--- config.mk ---
export PLATFORM = sky130hd
export DESIGN_NAME = vcsc_out
export DESIGN_NICKNAME = d
export VERILOG_FILES = /design/src/rtl/vcsc_pkg.sv /design/src/rtl/vcsc_out.sv
export SDC_FILE = /design/constraint.sdc
export NUM_CORES = 1
export LEC_CHECK = 0
export BUFFER_PORTS_ARGS = -buffer_cell sky130_fd_sc_hd__buf_2
export CORE_MARGIN = 2
export CORE_UTILIZATION = 30
export CTS_CLUSTER_SIZE = 20
export DETAILED_ROUTE_END_ITERATION = 10
export HOLD_SLACK_MARGIN = 0.1
export REMOVE_ABC_BUFFERS = 1
export SETUP_SLACK_MARGIN = 0.5
export SLEW_MARGIN = 20
export SYNTH_ARGS = -nofsm -noshare
export SYNTH_HDL_FRONTEND = slang
export SYNTH_SLANG_ARGS = --single-unit
--- constraint.sdc ---
create_clock -name clk -period 7.7 [get_ports clk]
set_input_delay 1.155 -clock clk [delete_from_list [all_inputs] [get_ports clk]]
set_output_delay 1.155 -clock clk [all_outputs]
set_load 0.01 [all_outputs]
--- src/rtl/vcsc_pkg.sv ---
`default_nettype none
package vcsc_pkg;

  // Field widths fixed by the interface
  localparam int VOLT_W     = 16;
  localparam int FRAC_W     = 13;
  localparam int GAIN_W     = 14;
  localparam int CEIL_W     = 15;
  localparam int SOFT_W     = 13;
  localparam int CFG_IDX_W  = 3;
  localparam int CFG_DATA_W = 16;

  // Fixed point constants
  localparam int UNITY     = 4096;
  localparam int TEN_VOLTS = 20480;
  localparam int X_LIMIT   = 12288;

  // Divider shapes: first divider gives |x| (14 bits), second gives |y| (13 bits)
  localparam int XQ_W   = 14;
  localparam int YQ_W   = 13;
  localparam int YDEN_W = 31;

  // 27 in Q24, the constant term of the shaper polynomial
  localparam logic [YDEN_W-1:0] SHAPE_K = 31'd452984832;

  typedef enum logic [CFG_IDX_W-1:0] {
    CFG_KNOB_GAIN      = 3'd0,
    CFG_CLIP_CEILING   = 3'd1,
    CFG_CLIP_SOFTNESS  = 3'd2,
    CFG_EXP_MODE       = 3'd3,
    CFG_GAIN_CV_ON     = 3'd4,
    CFG_CEILING_CV_ON  = 3'd5,
    CFG_SOFTNESS_CV_ON = 3'd6
  } cfg_index_t;

  typedef struct packed {
    logic ws_zero;  // no soft range: hard clip
    logic neg;      // excess over the clean range is negative
    logic sat;      // normalised excess beyond the shaper limit
  } clip_flags_t;

  // CV clamped to 0..10 V as Q0.12 fraction: floor((2cv+5)/10) by reciprocal
  function automatic logic [FRAC_W-1:0] cv_fraction(input logic signed [VOLT_W-1:0] cv);
    logic [15:0] c;
    logic [16:0] n;
    logic [33:0] p;
    if (cv < 0) c = 16'd0;
    else if (cv > 16'sd20480) c = 16'd20480;
    else c = cv;
    n = {c, 1'b0} + 17'd5;
    p = n * 17'd52429;
    return p[31:19];
  endfunction

endpackage
`default_nettype wire

--- src/rtl/vcsc_out.sv ---
`default_nettype none
module vcsc_out #(
  parameter int SAMPLE_BITS = 16
) (
  input  wire logic                          clk,
  input  wire logic                          rst,
  input  wire logic                          in_valid,
  output logic                               in_ready,
  input  wire logic [vcsc_pkg::YQ_W-1:0]     yq,
  input  wire vcsc_pkg::clip_flags_t         flags,
  input  wire logic signed [SAMPLE_BITS+2:0] v,
  input  wire logic signed [SAMPLE_BITS+2:0] clean,
  input  wire logic [vcsc_pkg::CEIL_W-1:0]   ws_r,
  output logic                               out_valid,
  input  wire logic                          out_ready,
  output logic signed [SAMPLE_BITS-1:0]      sample_out,
  output logic signed [SAMPLE_BITS+1:0]      clip_excess
);

  localparam int NS = 2;
  localparam int VW = SAMPLE_BITS + 3;
  localparam int EW = VW + 2;
  localparam int MW = vcsc_pkg::YQ_W + vcsc_pkg::CEIL_W;
  localparam logic signed [EW-1:0] SMAX = EW'((64'sd1 <<< (SAMPLE_BITS - 1)) - 64'sd1);
  localparam logic signed [EW-1:0] SMIN = -SMAX - EW'(1);

  logic [NS:1]   vld;
  logic [NS+1:1] en;

  assign en[NS+1]  = out_ready;
  assign in_ready  = en[1];
  assign out_valid = vld[NS];

  for (genvar k = 1; k <= NS; k++) begin : g_en
    assign en[k] = !vld[k] || en[k+1];
  end

  always_ff @(posedge clk) begin
    if (rst) begin
      vld <= '0;
    end else begin
      if (en[1]) vld[1] <= in_valid;
      if (en[2]) vld[2] <= vld[1];
    end
  end

  // stage 1: shaped value back to volts
  logic [MW-1:0]        m1;
  logic                 neg1, wz1;
  logic signed [VW-1:0] v1, c1;

  always_ff @(posedge clk) begin
    if (en[1]) begin
      m1   <= yq * ws_r;
      neg1 <= flags.neg;
      wz1  <= flags.ws_zero;
      v1   <= v;
      c1   <= clean;
    end
  end

  // stage 2: add to clean part, saturate, excess
  logic [MW-1:0]        mr;
  logic [15:0]          wp;
  logic signed [EW-1:0] ce, we, sum, res, ve, ex;

  always_comb begin
    mr  = (m1 + MW'(2048)) >> 12;
    wp  = wz1 ? '0 : mr[15:0];
    ce  = {{2{c1[VW-1]}}, c1};
    we  = EW'(wp);
    sum = neg1 ? ce - we : ce + we;
    if (sum > SMAX) res = SMAX;
    else if (sum < SMIN) res = SMIN;
    else res = sum;
    ve  = {{2{v1[VW-1]}}, v1};
    ex  = ve - res;
  end

  always_ff @(posedge clk) begin
    if (en[2]) begin
      sample_out  <= res[SAMPLE_BITS-1:0];
      clip_excess <= ex[SAMPLE_BITS+1:0];
    end
  end

endmodule
`default_nettype wire

## Word-level counts from Yosys, hierarchy flattened

Cells that the tools add are included.

- Logic and storage cells: 24
- Output and inout port bits: 36
- Input bits: 73
- Register bits after elaboration: 103

- Muxes and demuxes: 4
- Reductions and logical operators: 4
- Add/subtract/negate cells: 4
- Multiply operators: 1
- Magnitude comparators: 2

Operators by type and width:

| operator | number |
|---|---|
| 2-to-1 mux 18 bit | 2 |
| adder 28 x 12 -> 28 bit (second input constant) | 1 |
| multiplier 13 x 15 -> 28 bit | 1 |
| > comparator 21 x 16 -> 1 bit (second input constant) | 1 |
| less-than comparator 21 x 16 -> 1 bit (second input constant) | 1 |
| 2-to-1 mux 21 bit | 1 |
| adder 19 x 17 -> 20 bit | 1 |
| subtractor 19 x 17 -> 20 bit | 1 |
| subtractor 18 bit | 1 |
| 2-to-1 mux 16 bit | 1 |
| logical NOT 1 bit | 2 |
| logical OR 1 bit | 2 |

## Depth between registers and ports, before layout

Gate-level depths: netlist of the first run.

- Depth in word-level cells: 8
- Gate-level depth with buffers: 33
- Gate-level depth less buffers: 31

## Least setup slack after synthesis of the first run

No wires, ideal clock.

- Path type: input to register
- Start point: in ws_r[5] (netlist name)
- End point: reg m1[22] (data pin)
- Setup time: 0.162 ns
- Slack: 1.082 ns
- Data arrival time: 6.456 ns
- Path buffers: 1
- Required time: 7.538 ns
- Stages on the path: 20
- Path through: clkbuf_1 nand2_1 fa_1 inv_1 fa_1 fa_1 inv_1 fa_1 fa_1 inv_1 ha_1 o21ai_0 o21ai_0 o221a_2 o21ai_0 a31oi_1 o311ai_0 a21boi_0 or4b_2 o2111ai_1

- Word-level cells in the longest chain between the ends: 1

RTL lines:

| item | line | text |
|---|---|---|
| start, declared | vcsc_out.sv:13 | `input wire logic [vcsc_pkg::CEIL_W-1:0] ws_r,` |
| multiplier 13 x 15 -> 28 bit | vcsc_out.sv:54 | `m1 <= yq * ws_r;` |
| end signal, assigned | vcsc_out.sv:54 |  |
| end, declared | vcsc_out.sv:48 | `logic [MW-1:0] m1;` |

No other way between the ends.
A chain may end at the register's enable or synchronous reset.

## Final worst setup path of the first run

- Start point: reg m1[18]
- End point: reg clip_excess[14] (data pin)

- Word-level cells in the longest chain between the ends: 8
- Elaborated cells between the ends (all ways): 10
- Those cells by class: add/sub (4); order compare (2); mux (4)

RTL lines:

| item | line | text |
|---|---|---|
| adder 28 x 12 -> 28 bit (*) | vcsc_out.sv:68 | `mr = (m1 + MW'(2048)) >> 12;` |
| 2-to-1 mux 16 bit (*) | vcsc_out.sv:69 | `wp = wz1 ? '0 : mr[15:0];` |
| adder 19 x 17 -> 20 bit or subtractor 19 x 17 -> 20 bit (tied branches) | vcsc_out.sv:72 | `sum = neg1 ? ce - we : ce + we;` |
| 2-to-1 mux 21 bit (*) | vcsc_out.sv:72 |  |
| less-than comparator 21 x 16 -> 1 bit | vcsc_out.sv:74 | `else if (sum < SMIN) res = SMIN;` |
| 2-to-1 mux 18 bit | vcsc_out.sv:74 |  |
| 2-to-1 mux 18 bit (*) | vcsc_out.sv:73 | `if (sum > SMAX) res = SMAX;` |
| via res[0] | vcsc_out.sv:65 | `logic signed [EW-1:0] ce, we, sum, res, ve, ex;` |
| subtractor 18 bit (*) | vcsc_out.sv:77 | `ex = ve - res;` |
| via ex[14] | vcsc_out.sv:65 |  |
| end signal, assigned | vcsc_out.sv:83 | `clip_excess <= ex[SAMPLE_BITS+1:0];` |
| end, declared | vcsc_out.sv:17 | `output logic signed [SAMPLE_BITS+1:0] clip_excess` |

Mark *: on every way through the listed nets, which the timed path passes. The rest lies on a longest branch.

==> flow_summary.ini, run 1 <==
[pwr]
p_sw_mw = 2.23
power.leakage_nw = 5.93
combPwrFrac = 0.708
switching_share = 0.450
p_clk_frac = 0.088
vdd_drop_max_mv = 0.174
p_seq_frac = 0.204
power.internal_mw = 2.72
power_density_nw_per_um2 = 387

[route]
drc = 0
wl_per_cell_um = 14.7
dr.pass1.iters = 4
first_iter_violations = 346
antenna_violating_nets_post_route = 0
routed_wl_um = 26100
vias_per_cell = 4.65
vias = 8250

[floorplan]
core_area_um2 = 37500
die_area_um2 = 39500
rows = 71
die_h_um = 199
ios = 109
initial_core_util = 0.303
die_w_um = 199

[worst_setup_path]
cp-end-kind = flip-flop
startpoint_type = flip-flop
slowest_delay_ns = 0.57
critPathKind = flip-flop to flip-flop
arrival_ns = 6.84
cp.required_ns = 7.80
crit_fanout = 9
cpMostUsedCell = a21oi_1
slowest_stage = edfxtp_1

[layout]
drive_gt1_frac = 0.131
final_net_count = 1583
syn_to_final_growth_pct = 12.6
diodes = 0
fin_util = 0.341
layout.cells.non_filler = 1775
nFillCells = 3845
fin_area_um2 = 12800

[sta]
finalClockSkew_ns = 0.00980
tightest_slew_ns = 0.793
drv_slew = 0
fin_setup_tns_ns = 0
timing.fmax_ghz = 0.148
period_share = 0.875
worst_slack_ns = 0.959
hold_violations = 0
period_minus_slack_ns = 6.74
maxSlewHeadroom = 0.471
rsz0062_at_grt = true
setup_violations = 0

[global_routing]
track_usage = 0.135
antenna_found_initial = 0
grt.overflow.total = 0
grt_pass1_wl_um = 42600
grt_start_max_net_pins = 58
grt_pass1_vias = 8386

[cts]
cts_buffers = 9
clk_pin_slew_worst_paths_ns = 0.07
clk_latency_ns = 0.34
clkSinkCount = 92
root_buffer = clkbuf_16
htree_levels = 3
hold_buffers = 0
tritoncts = yes
cts_max_path_buffers = 2

[synth]
synthArstFlopShare = 0
synth_edf_count = 90
synth.distinct_cells = 67
syn_area_um2 = 11400
seq_area_frac_synth = 0.241
synth.top_cell.area_share = 0.254
synth_flop_cell = edfxtp_1
synthTopCellsByArea = fa_1 25%, edfxtp_1 24%, ha_1 12%
synth-seq-cells = 92
synth_top_area_cell = fa_1
syn_avg_cell_area_um2 = 9.73
synthCells = 1168
ys_warn_count = 0

[job]
maxCapViolCount = 0

[place]
portBuffers = 106
dpl.cell_count = 1749
pre_cts_slack_ns = 0.489
gp_congestion = 0.920
dp_hpwl_um = 20200
post_dp_cell_area_um2 = 12400

[run_status]
run_status = complete, no violations

[min_path]
hold_class = flip-flop to flip-flop
==> cell usage after synthesis, types with 2 or more instances <==
| cell type | number |
|---|---|
| nand3b_1 | 3 |
| nor2b_1 | 17 |
| ha_1 | 107 |
| and4_1 | 2 |
| clkbuf_1 | 31 |
| mux2_2 | 2 |
| or3_1 | 5 |
| nand2b_1 | 6 |
| buf_6 | 3 |
| nor2_1 | 62 |
| mux2i_1 | 5 |
| edfxtp_1 | 90 |
| and3_1 | 4 |
| nor4_1 | 6 |
| xor2_1 | 22 |
| o311ai_0 | 2 |
| buf_2 | 2 |
| nand4_1 | 9 |
| or2_2 | 2 |
| a211oi_1 | 6 |
| a41oi_1 | 2 |
| a31oi_1 | 5 |
| o211ai_1 | 3 |
| nor3_1 | 17 |
| a21o_1 | 23 |
| nand4b_1 | 2 |
| and2_1 | 71 |
| a211o_1 | 2 |
| o31a_1 | 4 |
| a21boi_0 | 3 |
| buf_4 | 3 |
| dfxtp_1 | 2 |
| o21a_1 | 10 |
| nand3_1 | 8 |
| a31o_2 | 3 |
| fa_1 | 144 |
| a21oi_1 | 52 |
| or4_1 | 4 |
| inv_1 | 173 |
| xnor2_1 | 44 |
| buf_1 | 2 |
| nand2_1 | 155 |
| o21ai_0 | 22 |
| o21bai_1 | 5 |
==> routing by layer <==
metal,routed length (um),global-route usage,part of all wire
met1,12000,0.181,0.46
met4,456,0.0321,0.017
met2,12400,0.232,0.48
met5,0,0,0
met3,1180,0.0158,0.045
==> layout make-up <==
cell class              count  area, um^2  share of cell area
inverters                 173         649              0.0507
well taps                 511         639              0.0500
flip-flops and latches     92        2740               0.214
multi-input cells         861        7820               0.611
clock buffers              10         229              0.0179
clock inverters             6        62.6             0.00489
repair buffers            122         651              0.0508
==> path summary, 6_finish.rpt <==
path,from,to,slack (ns),depth (start not counted)
worst min register to register,vld[1],vld[2],0.51,2
worst max register to register,m1[18],clip_excess[14],0.96,28
worst max-delay path,m1[18],clip_excess[14],0.96,28
worst min-delay path,vld[1],vld[2],0.51,2
==> registers in the layout (all words and copies together), names as in the netlist <==
register and count:
c1 19, clip_excess 18, v1 18, m1 17, sample_out 16, vld 2, neg1 1, wz1 1
==> metrics by stage <==
step,hold slack (ns),power [mW]
floorplan,0.463,3.62
global placement,0.502,4.38
detailed placement,0.501,4.45
CTS,0.511,4.94
global route,0.541,5.51
finish,0.512,4.95
==> cells in the final DEF (no fill, tap or decap), drive strengths merged, types with 4 or more instances in the layout <==
master and count:
or4 4, ha 107, buf 122, a21o 23, nand3 9, nor2 62
and2 71, o21a 10, mux2i 5, nor2b 17, fa 144, nor3 17
nand2b 6, or3 6, a211oi 7, o21ai 22, and3 4, clkinv 4
a21oi 53, clkbuf 10, edfxtp 90, nand2 155, inv 174, nand4 9
xor2 23, nor4 6, a31oi 5, o31a 4, xnor2 44, a31o 4
o21bai 5
==> repair_timing <==
action	in CTS	in global routing
gates resized for setup	0	13
setup buffers	0	10
endpoints found under the setup margin	0	11
==> worst max-delay path: cells and delay by family (launching register included) <==
family	cells	cell delay, ns
flip-flops	1	0.57
adder cells (fa/ha/maj)	3	0.92
buffers and inverters	1	0.05
AO/OA/AOI/OAI	14	2.81
AND/OR/NAND/NOR	8	1.75
XOR/XNOR	2	0.39
==> cell families after synthesis <==
kind of cell    after synthesis  share of synthesized area
compound gates              158                     0.0927
buf+inv                     215                     0.0752
simple gates                378                      0.161
fa+ha+maj                   251                      0.371
xor+xnor                     67                     0.0523
flops                        92                      0.241
mux                           7                    0.00638
==> power by group through the flow <==
stage,Sequential [mW],Combinational [mW],Clock [mW]
2_1_floorplan,1.04,2.58,0
3_3_place_gp,1.02,3.36,0
3_5_place_dp,1.02,3.43,0
4_1_cts,1.01,3.48,0.451
5_1_grt,1.03,4.01,0.476
6_report,1.01,3.51,0.437
No activity file was read; power rests on OpenSTA's default activity.
==> inputs of run 2 (changes only) <==
Settings changed: ABC_AREA set to 1.
==> flow_summary.ini, run 2 <==
[cts]
cts_max_path_buffers = 2
hold_buffers = 0
clk_latency_ns = 0.36
root_buffer = clkbuf_16
clk_pin_slew_worst_paths_ns = 0.07
clkSinkCount = 92
cts_buffers = 9
post_cts_buffers = 0
htree_levels = 3
tritoncts = yes

[pwr]
combPwrFrac = 0.740
power_density_nw_per_um2 = 416
p_sw_mw = 2.80
power.leakage_nw = 7.04
switching_share = 0.504
p_seq_frac = 0.178
power.internal_mw = 2.75
p_clk_frac = 0.082
vdd_drop_max_mv = 0.195

[sta]
hold_violations = 0
period_share = 0.839
tightest_slew_ns = 0.942
fin_setup_tns_ns = 0
maxSlewHeadroom = 0.364
timing.fmax_ghz = 0.155
period_minus_slack_ns = 6.46
drv_slew = 0
setup_violations = 0
rsz0062_at_grt = false
finalClockSkew_ns = 0.00727

[synth]
synth.distinct_cells = 42
synthSimpleGateAreaFrac = 0.193
synthAdderAreaFrac = 0.354
synth_top_area_cell = fa_1
synth_edf_count = 90
syn_area_um2 = 11900
synth_flop_cell = edfxtp_1
synth_top_family_by_area = adder cells
syn_avg_cell_area_um2 = 8.45
synth-seq-cells = 92
ys_warn_count = 0
synth-xor-area-share = 0.0447
seq_area_frac_synth = 0.230
synthTopCellsByArea = fa_1 24%, edfxtp_1 23%, ha_1 11%
synth.top_cell.area_share = 0.241
synthArstFlopShare = 0
synth_mux_area_frac = 0
synthCells = 1413
yosysMostFrequentCell = nand2_1
synth_commonest_cells = 352 x nand2_1, 300 x inv_1, 144 x fa_1
synth-compound-area-share = 0.0683

[place]
dp_hpwl_um = 22200
gp_congestion = 0.830
portBuffers = 106

[floorplan]
die_w_um = 204
die_h_um = 204
die_area_um2 = 41400
rows = 73
initial_core_util = 0.302
ios = 109
core_area_um2 = 39500

[route]
vias = 9190
dr.pass1.iters = 5
wl_per_cell_um = 13.4
routed_wl_um = 27200
antenna_violating_nets_post_route = 0
first_iter_violations = 363
drc = 0
vias_per_cell = 4.53

[worst_setup_path]
rrSetupSlack_ns = 1.24
arrival_ns = 6.56
reg2reg_depth = 40
cp-end-kind = flip-flop
cp.required_ns = 7.80
slowest_stage = edfxtp_1
startpoint_type = flip-flop
startpoint = m1[11]
r2r_start = m1[11]
critPathKind = flip-flop to flip-flop
r2r-end = clip_excess[14]
crit_fanout = 15
slowest_delay_ns = 0.41
crit_end = clip_excess[14]
cpMostUsedCell = nand2_1

[layout]
mostFrequentLayoutCell = nand2_1
diodes = 0
reg_top3 = c1 x19, clip_excess x18, v1 x18
syn_to_final_growth_pct = 11.6
largest_reg_flops = 19
drive_gt1_frac = 0.122
layout_common_cells = 352 x nand2_1, 300 x inv_1, 144 x fa_1
largest-register = c1
fin_util = 0.337
final_net_count = 1823

[global_routing]
track_usage = 0.136
grt_start_max_net_pins = 58
grt.overflow.total = 0
grt_pass1_vias = 9645
grt_pass1_wl_um = 45800
antenna_found_initial = 1

[run_status]
run_status = complete, no violations

[min_path]
hold_class = flip-flop to flip-flop

[job]
maxCapViolCount = 0
==> run 2: cell count changes after synthesis, sizes merged, moves of 9 or more <==
| cell | previous run | this run |
|---|---|---|
| a21o | 23 | 3 |
| a21oi | 53 | 80 |
| and2 | 71 | 0 |
| inv | 173 | 311 |
| nand2 | 155 | 379 |
| nand3 | 9 | 53 |
| nor2 | 62 | 53 |
| nor2b | 17 | 0 |
| o21ai | 22 | 40 |
| xnor2 | 44 | 21 |
| xor2 | 23 | 40 |
==> run 2: final cells by class <==
cell class                 count  area, um^2
timing repair buffer         108         546
fill                        4152       26200
multi-input combinational    976        7900
tap                          525         657
inverter                     312        1170
clock inverter                 7        80.1
clock buffer                   9         225
sequential                    92        2740
==> run 2: power groups by stage <==
stage	Combinational, mW	Clock [mW]	Sequential [mW]
finish	4.10	0.457	0.987
CTS	4.15	0.471	0.988
floorplan	3.15	0	1.03
global route	4.72	0.486	1.01
global placement	4.05	0	0.995
detailed placement	4.12	0	0.997
==> run 2: per-layer routing <==
layer | track usage | up-vias | share of wire
li1 | - | 4557 | -
met1 | 0.182 | 4349 | 0.47
met2 | 0.235 | 260 | 0.47
met3 | 0.0163 | 22 | 0.054
met4 | 0.0279 | 2 | 0.012
met5 | 0 | - | 0.00048
==> run 2: how the worst min path moves through the flow <==
stage	from	end	slack, ns	cells past startpoint
3_3_place_gp	vld[1]	vld[2]	0.44	2
2_1_floorplan	vld[1]	vld[2]	0.42	2
5_1_grt	vld[1]	vld[2]	0.50	2
3_5_place_dp	vld[1]	vld[2]	0.45	2
6_report	vld[1]	vld[2]	0.46	2
4_1_cts	vld[1]	vld[2]	0.47	2
==> run 2: cells by family (layout without fill, tap and decap cells) <==
family,count (synthesis),count (layout)
AO/OA/AOI/OAI,147,147
XOR/XNOR,61,61
adder cells (fa/ha/maj),251,251
buffers and inverters,345,436
flip-flops,92,92
AND/OR/NAND/NOR,517,517
==> run 2: stage by stage <==
step                setup slack [ns]  area, um^2  power [mW]  hold WS (ns)  std cells
floorplan                       2.13       11800        4.18         0.424       1380
global placement                1.09       13000        5.04         0.445       2013
detailed placement             0.881       13000        5.11         0.454       2013
CTS                            0.853       13300        5.60         0.467       2029
global route                   0.487       13300        6.21         0.497       2029
finish                          1.24       13300        5.55         0.462       2029
==> run 2: timing repair <==
item | 4_1_cts | 5_1_grt
endpoints found under the setup margin | 0 | 4
gates resized for setup | 0 | 5
hold endpoints to repair | 0 | 0
==> run 2: worst max-delay path: cells and delay by family, from the launching register on <==
kind	cells	cell delay, ns
buffers and inverters	4	0.35
xor gates and xnor gates	3	0.51
DFF	1	0.41
and+or+nand+nor	24	2.87
adders and majority gates	4	1.22
AOI/OAI and AO/OA	5	0.80
==> inputs of run 3 (changes only) <==
Clock period 7.7 ns to 6.6 ns, I/O delays scaled along.
==> flow_summary.ini, run 3 (synthesis results as in run 2) <==
[global_routing]
grt.overflow.total = 0
grt_start_max_net_pins = 58
grt_pass1_vias = 9541
antenna_found_initial = 0
track_usage = 0.137
grt_pass1_wl_um = 46100

[sta]
period_minus_slack_ns = 5.73
tightest_slew_ns = 0.764
maxSlewHeadroom = 0.491
setup_violations = 0
rsz0062_at_grt = true
fin_setup_tns_ns = 0
drv_slew = 0
period_share = 0.868
hold_violations = 0
timing.fmax_ghz = 0.175
finalClockSkew_ns = 0.00998

[route]
first_iter_violations = 415
antenna_violating_nets_post_route = 0
vias = 9257
drc = 0
dr.pass1.iters = 5
vias_per_cell = 4.52
wl_per_cell_um = 13.5
routed_wl_um = 27600

[place]
portBuffers = 106
post_dp_cell_area_um2 = 13000
dp_hpwl_um = 22300
gp_congestion = 0.849

[floorplan]
die_w_um = 204
core_area_um2 = 39500
ios = 109
die_area_um2 = 41400
rows = 73
initial_core_util = 0.302
die_h_um = 204

[layout]
largest_reg_flops = 19
reg_top3 = c1 x19, clip_excess x18, v1 x18
fin_area_um2 = 13600
drive_gt1_frac = 0.154
largest-register = c1
mostFrequentLayoutCell = nand2_1
final_net_count = 1839
multiInputGateArea_um2 = 8070
layout_common_cells = 348 x nand2_1, 298 x inv_1, 143 x fa_1
syn_to_final_growth_pct = 14.1
nFillCells = 4081
area.sequential_um2 = 2740

[job]
maxCapViolCount = 0

[worst_setup_path]
arrival_ns = 5.83
critPathKind = input pin to flip-flop
cp-end-kind = flip-flop
cp.required_ns = 6.70
startpoint_type = input pin
slowest_stage = fa_1
rrSetupSlack_ns = 0.98
crit_fanout = 15
cp_cell_sequence = buf_2 -> nand2_1 -> fa_1 -> fa_1 -> inv_1 -> fa_1 -> inv_1 -> fa_1 -> inv_1 -> fa_1 -> ha_1 -> nand2_1 -> nor2_1 -> nand2_1 -> o21ai_0 -> nand2_1 -> o211ai_1 -> nand2_1
slowest_delay_ns = 0.55

[cts]
clkSinkCount = 92
tritoncts = yes
clk_pin_slew_worst_paths_ns = 0.07
cts_max_path_buffers = 2
cts_buffers = 9
htree_levels = 3
clk_latency_ns = 0.36
root_buffer = clkbuf_16

[pwr]
vdd_drop_max_mv = 0.268
power.leakage_nw = 7.13
power_density_nw_per_um2 = 492

[run_status]
run_status = complete, no violations

[min_path]
hold_class = flip-flop to flip-flop
## run 3: changes by cell type in the layout (fill, tap and decap cells not counted), sizes merged
| cell | change |
|---|---|
| buf | +16 |
| clkinvlp | +2 |
| bufinv | -1 |
| diode | +1 |
| inv | -1 |
## run 3: final timing paths
check | depth (start not counted) | start | end
setup / recovery | 18 | yq[12] | m1[24]
hold / removal | 2 | vld[1] | vld[2]
setup reg to reg | 33 | m1[12] | clip_excess[17]
hold reg to reg | 2 | vld[1] | vld[2]
## run 3: cell type report
class | count | area share
Multi-Input combinational cell | 976 | 0.592
Sequential cell | 92 | 0.201
Inverter | 312 | 0.0867
Timing Repair Buffer | 124 | 0.0494
Tap cell | 525 | 0.0482
Clock buffer | 9 | 0.0165
Clock inverter | 7 | 0.00515
Antenna cell | 1 | 0.000184
## run 3: timing repair
item,CTS,global route
pin swaps,7,17
gates resized for setup,12,40
endpoints found under the setup margin,10,11
hold buffers,0,0
setup buffers,2,8
## run 3: routing by layer
metal / vias to the layer above / wire length, um / global-route usage
met1: 4412 / 13000 / 0.185
met4: 0 / 534 / 0.0381
met5: - / 0 / 0
met2: 226 / 12900 / 0.233
met3: 35 / 1190 / 0.0133
li1: 4584 / - / -
## run 3: critical path, delay by kind of cell
kind	cells	cell delay, ns
AOI/OAI and AO/OA	2	0.64
adders and majority gates	6	3.00
buffers and inverters	4	0.44
and+or+nand+nor	6	0.72
## run 3: per-stage QoR
| stage | hold slack (ns) | worst slack, ns | total power, mW | std cells | util |
|---|---|---|---|---|---|
| 2_1_floorplan | 0.424 | 1.03 | 4.88 | 1380 | - |
| 3_3_place_gp | 0.445 | 0.302 | 5.93 | 2019 | 0.330 |
| 3_5_place_dp | 0.454 | 0.129 | 6.01 | 2019 | 0.330 |
| 4_1_cts | 0.464 | 0.515 | 6.61 | 2037 | 0.339 |
| 5_1_grt | 0.493 | 0.448 | 7.45 | 2045 | 0.344 |
| 6_report | 0.461 | 0.874 | 6.70 | 2046 | 0.344 |
## run 3: power breakdown
part | switching, mW | internal (mW)
registers | 0.0934 | 1.06
logic | 3.05 | 1.98
clock network | 0.249 | 0.265
